**src/ptab_pkg.sv**
```systemverilog
// ============================================================================
// ptab_pkg: shared types and constants of the page table engine
// Sizes of the directory and table stores, entry layouts, operation and
// status codes, and the request bundles that go to the two memories.
// ============================================================================
package ptab_pkg;

    // Store sizes.
    localparam int DIR_ENTRIES          = 1024;
    localparam int RESERVED_DIR_ENTRIES = 1;
    localparam int TABLE_SLOTS          = 16;
    localparam int TABLE_ENTRIES        = 1024;

    // Address field layout.
    localparam int DIR_AW     = 10;
    localparam int IDX_W      = 10;
    localparam int PAGE_SHIFT = 12;
    localparam int DIR_SHIFT  = 22;
    localparam int FRAME_W    = 20;
    localparam int ADDR_W     = 32;

    // Derived widths of the slot number, the slot counter and the table address, and the table store depth.
    localparam int SLOT_W    = (TABLE_SLOTS > 1) ? $clog2(TABLE_SLOTS) : 1;
    localparam int CNT_W     = $clog2(TABLE_SLOTS + 1);
    localparam int TBL_DEPTH = TABLE_SLOTS * TABLE_ENTRIES;
    localparam int TBL_AW    = SLOT_W + IDX_W;

    // First directory index that map and unmap refuse.
    localparam logic [DIR_AW:0] RSV_BASE = (DIR_AW + 1)'(DIR_ENTRIES - RESERVED_DIR_ENTRIES);

    // Operation codes.
    typedef enum logic [1:0] {
        OP_MAP   = 2'd0,
        OP_UNMAP = 2'd1,
        OP_XLATE = 2'd2,
        OP_NONE  = 2'd3
    } op_t;

    // Status codes.
    typedef enum logic [2:0] {
        ST_OK         = 3'd0,
        ST_MISALIGNED = 3'd1,
        ST_RESERVED   = 3'd2,
        ST_ALREADY    = 3'd3,
        ST_NOT_MAPPED = 3'd4,
        ST_NO_SLOT    = 3'd5
    } status_t;

    // Directory entry: present bit and table slot number.
    typedef struct packed {
        logic              present;
        logic [SLOT_W-1:0] slot;
    } dir_entry_t;

    localparam int DIR_W = $bits(dir_entry_t);

    // Table entry, laid out as present, user, writable, frame from the top down.
    typedef struct packed {
        logic               present;
        logic               user;
        logic               writable;
        logic [FRAME_W-1:0] frame;
    } tbl_entry_t;

    localparam int TBL_W = $bits(tbl_entry_t);

    // Memory requests issued by the controller.
    typedef struct packed {
        logic              we;
        logic              re;
        logic [DIR_AW-1:0] addr;
        dir_entry_t        wdata;
    } dir_req_t;

    typedef struct packed {
        logic              we;
        logic              re;
        logic [TBL_AW-1:0] addr;
        tbl_entry_t        wdata;
    } tbl_req_t;

endpackage

```
**src/ptab_ctrl.sv**
```systemverilog
// ============================================================================
// ptab_ctrl: walk sequencer of the page table engine
// Clears both stores after reset, then runs each transaction as a directory
// read, then, unless it ends there, an optional slot allocation and a table
// read with a write back for map and unmap; keeps the result in an output register.
// ============================================================================
module ptab_ctrl
    import ptab_pkg::*;
(
    input  logic               aclk,
    input  logic               aresetn,
    // Input transaction.
    input  logic               in_valid,
    output logic               in_ready,
    input  op_t                in_op,
    input  logic [ADDR_W-1:0]  in_va,
    input  logic [ADDR_W-1:0]  in_pa,
    input  logic [1:0]         in_flags,
    // Result transaction.
    output logic               out_valid,
    input  logic               out_ready,
    output logic [ADDR_W-1:0]  out_addr,
    output logic [1:0]         out_flags,
    output status_t            out_status,
    // Memory side.
    output dir_req_t           dir_req,
    input  dir_entry_t         dir_rdata,
    output tbl_req_t           tbl_req,
    input  tbl_entry_t         tbl_rdata
);

    typedef enum logic [1:0] {
        S_CLEAR,
        S_IDLE,
        S_DIR,
        S_TBL
    } state_t;

    state_t              state_reg, state_next;
    logic [TBL_AW-1:0]   clr_cnt_reg, clr_cnt_next;
    logic [CNT_W-1:0]    free_reg, free_next;
    op_t                 op_reg, op_next;
    logic [ADDR_W-1:0]   va_reg, va_next;
    logic [ADDR_W-1:0]   pa_reg, pa_next;
    logic [1:0]          fl_reg, fl_next;
    logic [TBL_AW-1:0]   taddr_reg, taddr_next;
    logic                out_valid_reg, out_valid_next;
    logic [ADDR_W-1:0]   out_addr_reg, out_addr_next;
    logic [1:0]          out_flags_reg, out_flags_next;
    status_t             out_status_reg, out_status_next;

    logic                out_free;
    logic                accept;
    logic [DIR_AW-1:0]   dir_idx;
    logic [IDX_W-1:0]    tbl_idx;
    logic                va_mis;
    logic                pa_mis;
    logic                reserved;
    logic                pool_full;

    assign out_free = !out_valid_reg || out_ready;
    assign in_ready = (state_reg == S_IDLE);
    assign accept   = in_valid && in_ready;

    assign dir_idx   = va_reg[DIR_SHIFT +: DIR_AW];
    assign tbl_idx   = va_reg[PAGE_SHIFT +: IDX_W];
    assign va_mis    = (va_reg[PAGE_SHIFT-1:0] != '0);
    assign pa_mis    = (pa_reg[PAGE_SHIFT-1:0] != '0);
    assign reserved  = ({1'b0, dir_idx} >= RSV_BASE);
    assign pool_full = (free_reg >= CNT_W'(TABLE_SLOTS));

    // Next-state, memory request and result logic.
    always_comb begin
        state_next      = state_reg;
        clr_cnt_next    = clr_cnt_reg;
        free_next       = free_reg;
        op_next         = op_reg;
        va_next         = va_reg;
        pa_next         = pa_reg;
        fl_next         = fl_reg;
        taddr_next      = taddr_reg;
        out_valid_next  = out_valid_reg && !out_ready;
        out_addr_next   = out_addr_reg;
        out_flags_next  = out_flags_reg;
        out_status_next = out_status_reg;
        dir_req         = '0;
        tbl_req         = '0;

        case (state_reg)
            // Zero both stores, one table entry and one directory entry a cycle.
            S_CLEAR: begin
                dir_req.we   = 1'b1;
                dir_req.addr = clr_cnt_reg[DIR_AW-1:0];
                tbl_req.we   = 1'b1;
                tbl_req.addr = clr_cnt_reg;
                clr_cnt_next = clr_cnt_reg + TBL_AW'(1);
                if (clr_cnt_reg == TBL_AW'(TBL_DEPTH - 1)) begin
                    state_next = S_IDLE;
                end
            end

            // Take a transaction and start its directory read.
            S_IDLE: begin
                if (accept) begin
                    op_next      = in_op;
                    va_next      = in_va;
                    pa_next      = in_pa;
                    fl_next      = in_flags;
                    dir_req.re   = 1'b1;
                    dir_req.addr = in_va[DIR_SHIFT +: DIR_AW];
                    state_next   = S_DIR;
                end
            end

            // Directory entry is here: finish early or start the table read.
            S_DIR: begin
                case (op_reg)
                    OP_MAP: begin
                        if (va_mis || pa_mis || reserved ||
                            (!dir_rdata.present && pool_full)) begin
                            if (out_free) begin
                                out_valid_next = 1'b1;
                                out_addr_next  = '0;
                                out_flags_next = '0;
                                if (va_mis || pa_mis) begin
                                    out_status_next = ST_MISALIGNED;
                                end else if (reserved) begin
                                    out_status_next = ST_RESERVED;
                                end else begin
                                    out_status_next = ST_NO_SLOT;
                                end
                                state_next = S_IDLE;
                            end
                        end else if (!dir_rdata.present) begin
                            // Allocate the next slot; its table is still all zero.
                            dir_req.we            = 1'b1;
                            dir_req.addr          = dir_idx;
                            dir_req.wdata.present = 1'b1;
                            dir_req.wdata.slot    = free_reg[SLOT_W-1:0];
                            free_next             = free_reg + CNT_W'(1);
                            tbl_req.re            = 1'b1;
                            tbl_req.addr          = {free_reg[SLOT_W-1:0], tbl_idx};
                            taddr_next            = {free_reg[SLOT_W-1:0], tbl_idx};
                            state_next            = S_TBL;
                        end else begin
                            tbl_req.re   = 1'b1;
                            tbl_req.addr = {dir_rdata.slot, tbl_idx};
                            taddr_next   = {dir_rdata.slot, tbl_idx};
                            state_next   = S_TBL;
                        end
                    end
                    OP_UNMAP, OP_XLATE: begin
                        if ((op_reg == OP_UNMAP && (va_mis || reserved)) ||
                            !dir_rdata.present) begin
                            if (out_free) begin
                                out_valid_next = 1'b1;
                                out_addr_next  = '0;
                                out_flags_next = '0;
                                if (op_reg == OP_UNMAP && va_mis) begin
                                    out_status_next = ST_MISALIGNED;
                                end else if (op_reg == OP_UNMAP && reserved) begin
                                    out_status_next = ST_RESERVED;
                                end else begin
                                    out_status_next = ST_NOT_MAPPED;
                                end
                                state_next = S_IDLE;
                            end
                        end else begin
                            tbl_req.re   = 1'b1;
                            tbl_req.addr = {dir_rdata.slot, tbl_idx};
                            taddr_next   = {dir_rdata.slot, tbl_idx};
                            state_next   = S_TBL;
                        end
                    end
                    default: begin
                        // Unused operation code: no effect, all-zero result.
                        if (out_free) begin
                            out_valid_next  = 1'b1;
                            out_addr_next   = '0;
                            out_flags_next  = '0;
                            out_status_next = ST_OK;
                            state_next      = S_IDLE;
                        end
                    end
                endcase
            end

            // Table entry is here: modify and write back for map and unmap, and post the result.
            S_TBL: begin
                if (out_free) begin
                    out_valid_next  = 1'b1;
                    out_addr_next   = '0;
                    out_flags_next  = '0;
                    out_status_next = ST_OK;
                    state_next      = S_IDLE;
                    tbl_req.addr    = taddr_reg;
                    case (op_reg)
                        OP_MAP: begin
                            if (tbl_rdata.present) begin
                                out_status_next = ST_ALREADY;
                            end else begin
                                tbl_req.we               = 1'b1;
                                tbl_req.wdata.present    = 1'b1;
                                tbl_req.wdata.user       = fl_reg[1];
                                tbl_req.wdata.writable   = fl_reg[0];
                                tbl_req.wdata.frame      = pa_reg[PAGE_SHIFT +: FRAME_W];
                            end
                        end
                        OP_UNMAP: begin
                            if (!tbl_rdata.present) begin
                                out_status_next = ST_NOT_MAPPED;
                            end else begin
                                tbl_req.we            = 1'b1;
                                tbl_req.wdata         = tbl_rdata;
                                tbl_req.wdata.present = 1'b0;
                            end
                        end
                        default: begin
                            if (!tbl_rdata.present) begin
                                out_status_next = ST_NOT_MAPPED;
                            end else begin
                                out_addr_next  = {tbl_rdata.frame, va_reg[PAGE_SHIFT-1:0]};
                                out_flags_next = {tbl_rdata.user, tbl_rdata.writable};
                            end
                        end
                    endcase
                end
            end

            default: begin
                state_next = S_IDLE;
            end
        endcase
    end

    // State and registered outputs.
    always_ff @(posedge aclk) begin
        if (!aresetn) begin
            state_reg     <= S_CLEAR;
            clr_cnt_reg   <= '0;
            free_reg      <= '0;
            out_valid_reg <= 1'b0;
        end else begin
            state_reg     <= state_next;
            clr_cnt_reg   <= clr_cnt_next;
            free_reg      <= free_next;
            out_valid_reg <= out_valid_next;
        end
        op_reg         <= op_next;
        va_reg         <= va_next;
        pa_reg         <= pa_next;
        fl_reg         <= fl_next;
        taddr_reg      <= taddr_next;
        out_addr_reg   <= out_addr_next;
        out_flags_reg  <= out_flags_next;
        out_status_reg <= out_status_next;
    end

    assign out_valid  = out_valid_reg;
    assign out_addr   = out_addr_reg;
    assign out_flags  = out_flags_reg;
    assign out_status = out_status_reg;

endmodule

```
**config.mk**
```make
export PLATFORM = sky130hd
export DESIGN_NAME = ptab_ctrl
export DESIGN_NICKNAME = d
export VERILOG_FILES = /design/src/ptab_pkg.sv /design/src/ptab_ctrl.sv
export SDC_FILE = /design/constraint.sdc
export NUM_CORES = 1
export LEC_CHECK = 0
export ABC_AREA = 1
export ABC_CLOCK_PERIOD_IN_PS = 3930
export BUFFER_PORTS_ARGS = -buffer_cell sky130_fd_sc_hd__buf_2
export CAP_MARGIN = 20
export CORE_MARGIN = 2
export CORE_UTILIZATION = 40
export CTS_CLUSTER_SIZE = 25
export DETAILED_ROUTE_END_ITERATION = 8
export HOLD_SLACK_MARGIN = 0.06
export SLEW_MARGIN = 20
export SYNTH_ARGS = -nofsm -noshare
export SYNTH_HDL_FRONTEND = slang
export SYNTH_SLANG_ARGS = --single-unit
```
**constraint.sdc**
```tcl
create_clock -name aclk -period 3.93 [get_ports aclk]
set_clock_uncertainty 0.05 [all_clocks]
set_input_delay 0.1965 -clock aclk [delete_from_list [all_inputs] [get_ports aclk]]
set_output_delay 0.1965 -clock aclk [all_outputs]
set_load 0.02 [all_outputs]
```
-- After elaboration in Yosys (flattened, before gate mapping)
Cells that the tools add are included.
Widths: inputs -> output; s select.
- register bits after elaboration: 141
- input port bits: 100
- word-level logic and storage cells: 135
- add/subtract/negate cells: 2
- order comparisons: 2
- equality and inequality tests: 14
- muxes and demuxes: 74
- bitwise operators: 2
- reduce and logical (&&, ||, !) cells: 29
- operator list (kind ; number):
    $mux 32 ; 6
    $pmux 32 s2 ; 2
    $mux 15 ; 5
    $mux 14 ; 4
    $mux 23 ; 2
    $pmux 23 s2 ; 1
    $pmux 14 s3 ; 1
    $mux 37 ; 1
    $mux 3 ; 12
    $pmux 10 s3 ; 1
    $pmux 15 s2 ; 1
    $pmux 14 s2 ; 1
    $mux 2 ; 12
    $reduce_bool 12->1 ; 2
    $mux 22 ; 1
    $add 14x1->14 const B ; 1
    $eq 14x14->1 const B ; 1
    $pmux 2 s2 ; 3
    $pmux 3 s2 ; 2
    $reduce_and 4->1 ; 3
    $mux 1 ; 11
    $mux 11 ; 1
    $ge 10x10->1 const B ; 1
    $ne 2x2->1 const B ; 5
    18 further kinds ; 43

-- Longest topological paths before layout
- depth after elaboration: 8
- gate-level depth with buffers: 12
- mapped depth without buffers: 11

-- Least setup slack after synthesis
No wires, ideal clock.
- path type: register to output
- start: register state_reg[1]
- end: output dir_req[12] (netlist bit)
- data arrival time: 3.726 ns
- required time: 3.684 ns
- slack: -0.043 ns
- stages on the path, launching flop included: 10
- buffers on the path: 1
- path through: dfxtp_1 inv_1 ha_1 nand2_1 inv_1 clkbuf_1 nand2_1 nand2_1 inv_1 a21oi_1
- RTL lines (element ; line ; RTL):
    start: declaration ; ptab_ctrl.sv:39 ; state_t state_reg, state_next;
    start signal: assignment ; ptab_ctrl.sv:244 ; state_reg <= state_next;
    end: declaration ; ptab_ctrl.sv:26 ; output dir_req_t dir_req,

==> summary.txt <==
Post-DRT Antenna Nets = 0
Yosys Warn Count = 0
DRC = 0
Fillers = 1405
P_leak = 3.90 nW
Sw Pwr = 0.00107 W
CTS H-Tree Depth = 4
Seq pwr share = 46.3%
Syn_area_per_cell = 9.42 um2
Num ports = 195
Fin util = 57.4%
Final setup margin = 0.860 ns
Total GRT Usage = 20.8%
Clock transition at the registers of the reported paths = 0.06 ns
Pin count of the biggest net entering global routing = 50
CP Launch Point = state_reg[0]$_SDFFE_PN0P_
Grt ovf = 0
Initial antenna violation count = 1
Register area share after synthesis = 61.3%
DR vias = 5648
Cells after Synth = 695
Max_slew headroom = 22.5%
Slowest cell on the critical path = nor2_1
Row count = 46
Hpwl dp = 12100 um
Worst Hold Class = input pin to register
Clock sink count = 141
Net Sw Frac = 27.2%
Vias in the first global route = 5471
Crit end category = primary output
Routed wire per std cell = 14.7 um
Clk buf depth = 2
Placed cell area = 7760 um2
Synth Net Count = 806
Synth unique cells = 35
F_max = 326 MHz
Clock tree from TritonCTS = yes
Core Area = 15900 um2
Max incr delay on CP = 0.89 ns
Clock root cell = clkbuf_16
# port buffers = 194
Pwr dens = 430 nW/um2
Status = completed
Worst setup SP type = register
Endpoints failing setup = 0
Area added between synthesis and finish = 39.9%
Iteration-0 DRC Markers = 396
Via density = 4.67
Final instance area = 9150 um2
Final hold vios = 0
DRT Pass-1 Iters = 5
GP Congestion = 0.848
Required time of the critical path = 3.68 ns
Register area = 4010 um2
# nets final = 1091
Logic pwr share = 17.7%
Die Width = 132 um
Actual slew at the worst max-slew pin = 1.16 ns
Clock network fraction of total power = 36.0%
Overall die height = 132 um
Maximum Capacitance Violations = 0
Worst-path fanout max = 15
Reg2reg start = va_reg[24]$_DFFE_PP_
Crit path DAT = 2.82 ns
Hold path startpoint = tbl_rdata[1]
CP Class = register to primary output
Resized Gates After CTS = 0
Area occupied by multi-input gates = 2030 um2
Crit path top cell by count = inv_1
Die area = 17400 um2
Worst VDD drop = 0.263 mV
Post-synthesis cell area = 6550 um2
Synth Register Bits = 141
RSZ-0062 raised after global routing = no
CP cell instances = inv_1 > ha_1 > inv_1 > nor2_1 > nand3_1 > a21oi_1 > buf_2
Slew Limit Fails = 0
Pre-CTS setup slack = 1.23 ns
Final wirelength = 17800 um
Tmin final = 3.07 ns
Initial Utilization = 41.1%
CTS buffer count = 17
Internal power = 0.00286 W
Setup bufs post-CTS = 0
Share of cells above drive strength 1 = 25.2%
Fin crit share = 78.1%
Final setup TNS = 0 ns
First-pass GRT wire length = 28100 um
Insertion delay to the later sink of the worst-skew pair = 0.42 ns
-- power groups by stage --
stage | sequential (W) | clock [W] | combinational, W
6_report | 0.00182 | 0.00142 | 0.000697
3_5_place_dp | 0.00185 | 0 | 0.000632
2_1_floorplan | 0.00188 | 0 | 0.000354
4_1_cts | 0.00182 | 0.00144 | 0.000702
3_3_place_gp | 0.00185 | 0 | 0.000629
5_1_grt | 0.00183 | 0.00151 | 0.000765
-- routing by layer --
| layer | vias to the layer above | GRT usage (%) | share of wire (%) |
|---|---|---|---|
| met5 | - | 0 | 0 |
| li1 | 2833 | - | - |
| met1 | 2584 | 26.5 | 45 |
| met3 | 26 | 5.61 | 6.1 |
| met4 | 0 | 7.07 | 1.9 |
| met2 | 205 | 34.3 | 47 |
-- metrics by stage --
step | instances | total power, W | hold slack (ns)
final | 1209 | 0.00394 | 0.0774
after global routing | 1209 | 0.00411 | 0.0847
after CTS | 1208 | 0.00397 | 0.0612
after detailed placement | 1089 | 0.00248 | 0.325
after global placement | 1089 | 0.00248 | 0.323
after floorplan | 695 | 0.00224 | 0.245
-- logic make-up (layout without fill, tap and decap cells) --
family	count (synthesis)	after routing	synth area share, %
simple gates	308	308	19.5
flops	141	141	61.3
buf+inv	128	425	7.84
compound gates	102	102	8.55
fa+ha+maj	11	11	2.10
xor+xnor	5	5	0.669
other cells	0	1	0
-- Yosys cell counts (all sizes together) --
master,n,area share [%]
nand2,180,11
edfxtp,119,55
inv,103,5.9
nor2,85,5.0
a21oi,66,5.5
nand3,32,2.4
o21ai,30,2.3
dfxtp,22,6.7
clkbuf,17,0.97
ha,11,2.1
buf,7,0.86
xor2,5,0.67
nand4,4,0.61
nor4,3,0.29
nor3,2,0.15
a211oi,1,0.11
a311oi,1,0.13
a32oi,1,0.13
a41oi,1,0.13
and2,1,0.096
clkinv,1,0.057
nand3b,1,0.11
o21a,1,0.11
o31ai,1,0.11
-- layout by cell type, fill, tap and decap left out, drive strengths merged --
master | netlist | layout
clkbuf | 17 | 20
ha | 11 | 11
clkinvlp | 0 | 2
nor3 | 2 | 2
and2 | 1 | 1
a32oi | 1 | 1
xor2 | 5 | 5
dlygate4sd3 | 0 | 88
nor4 | 3 | 3
nor2 | 85 | 85
nand3b | 1 | 1
inv | 103 | 102
o21ai | 30 | 30
diode | 0 | 1
o21a | 1 | 1
clkinv | 1 | 10
nand2 | 180 | 180
nand4 | 4 | 4
buf | 7 | 202
a311oi | 1 | 1
bufinv | 0 | 1
a21oi | 66 | 66
a41oi | 1 | 1
nand3 | 32 | 32
a211oi | 1 | 1
dfxtp | 22 | 22
o31ai | 1 | 1
edfxtp | 119 | 119
-- worst paths after layout --
kind	cells after the start	slack, ns	endpoint
setup reg to reg	9	1.24	out_flags[0]$_SDFFCE_PP0P_
setup / recovery	7	0.86	tbl_req[23]
hold reg to reg	0	0.40	taddr_reg[2]$_DFFE_PP_
hold / removal	3	0.08	out_addr[13]$_SDFFCE_PP0P_
-- what timing repair did --
action	CTS	global route
hold buffers	88	0
endpoints found under the setup margin	0	0
hold endpoints to repair	88	0
-- cell type report --
cell class,count,share of cell area [%]
inverters,104,4.31
clock inverters,11,0.847
flip-flops and latches,141,43.8
repair buffers,290,21.0
diodes,1,0.0273
well taps,216,2.95
clock buffers,20,4.77
multi-input cells,426,22.2
-- critical path: cells and delay by family, from the launching register on --
family | cells | cell delay [ns]
AOI/OAI and AO/OA | 1 | 0.18
adders and majority gates | 1 | 0.33
and+or+nand+nor | 2 | 1.08
buffers and inverters | 3 | 0.47
DFF | 1 | 0.36
No activity file was read; power rests on OpenSTA's default activity.
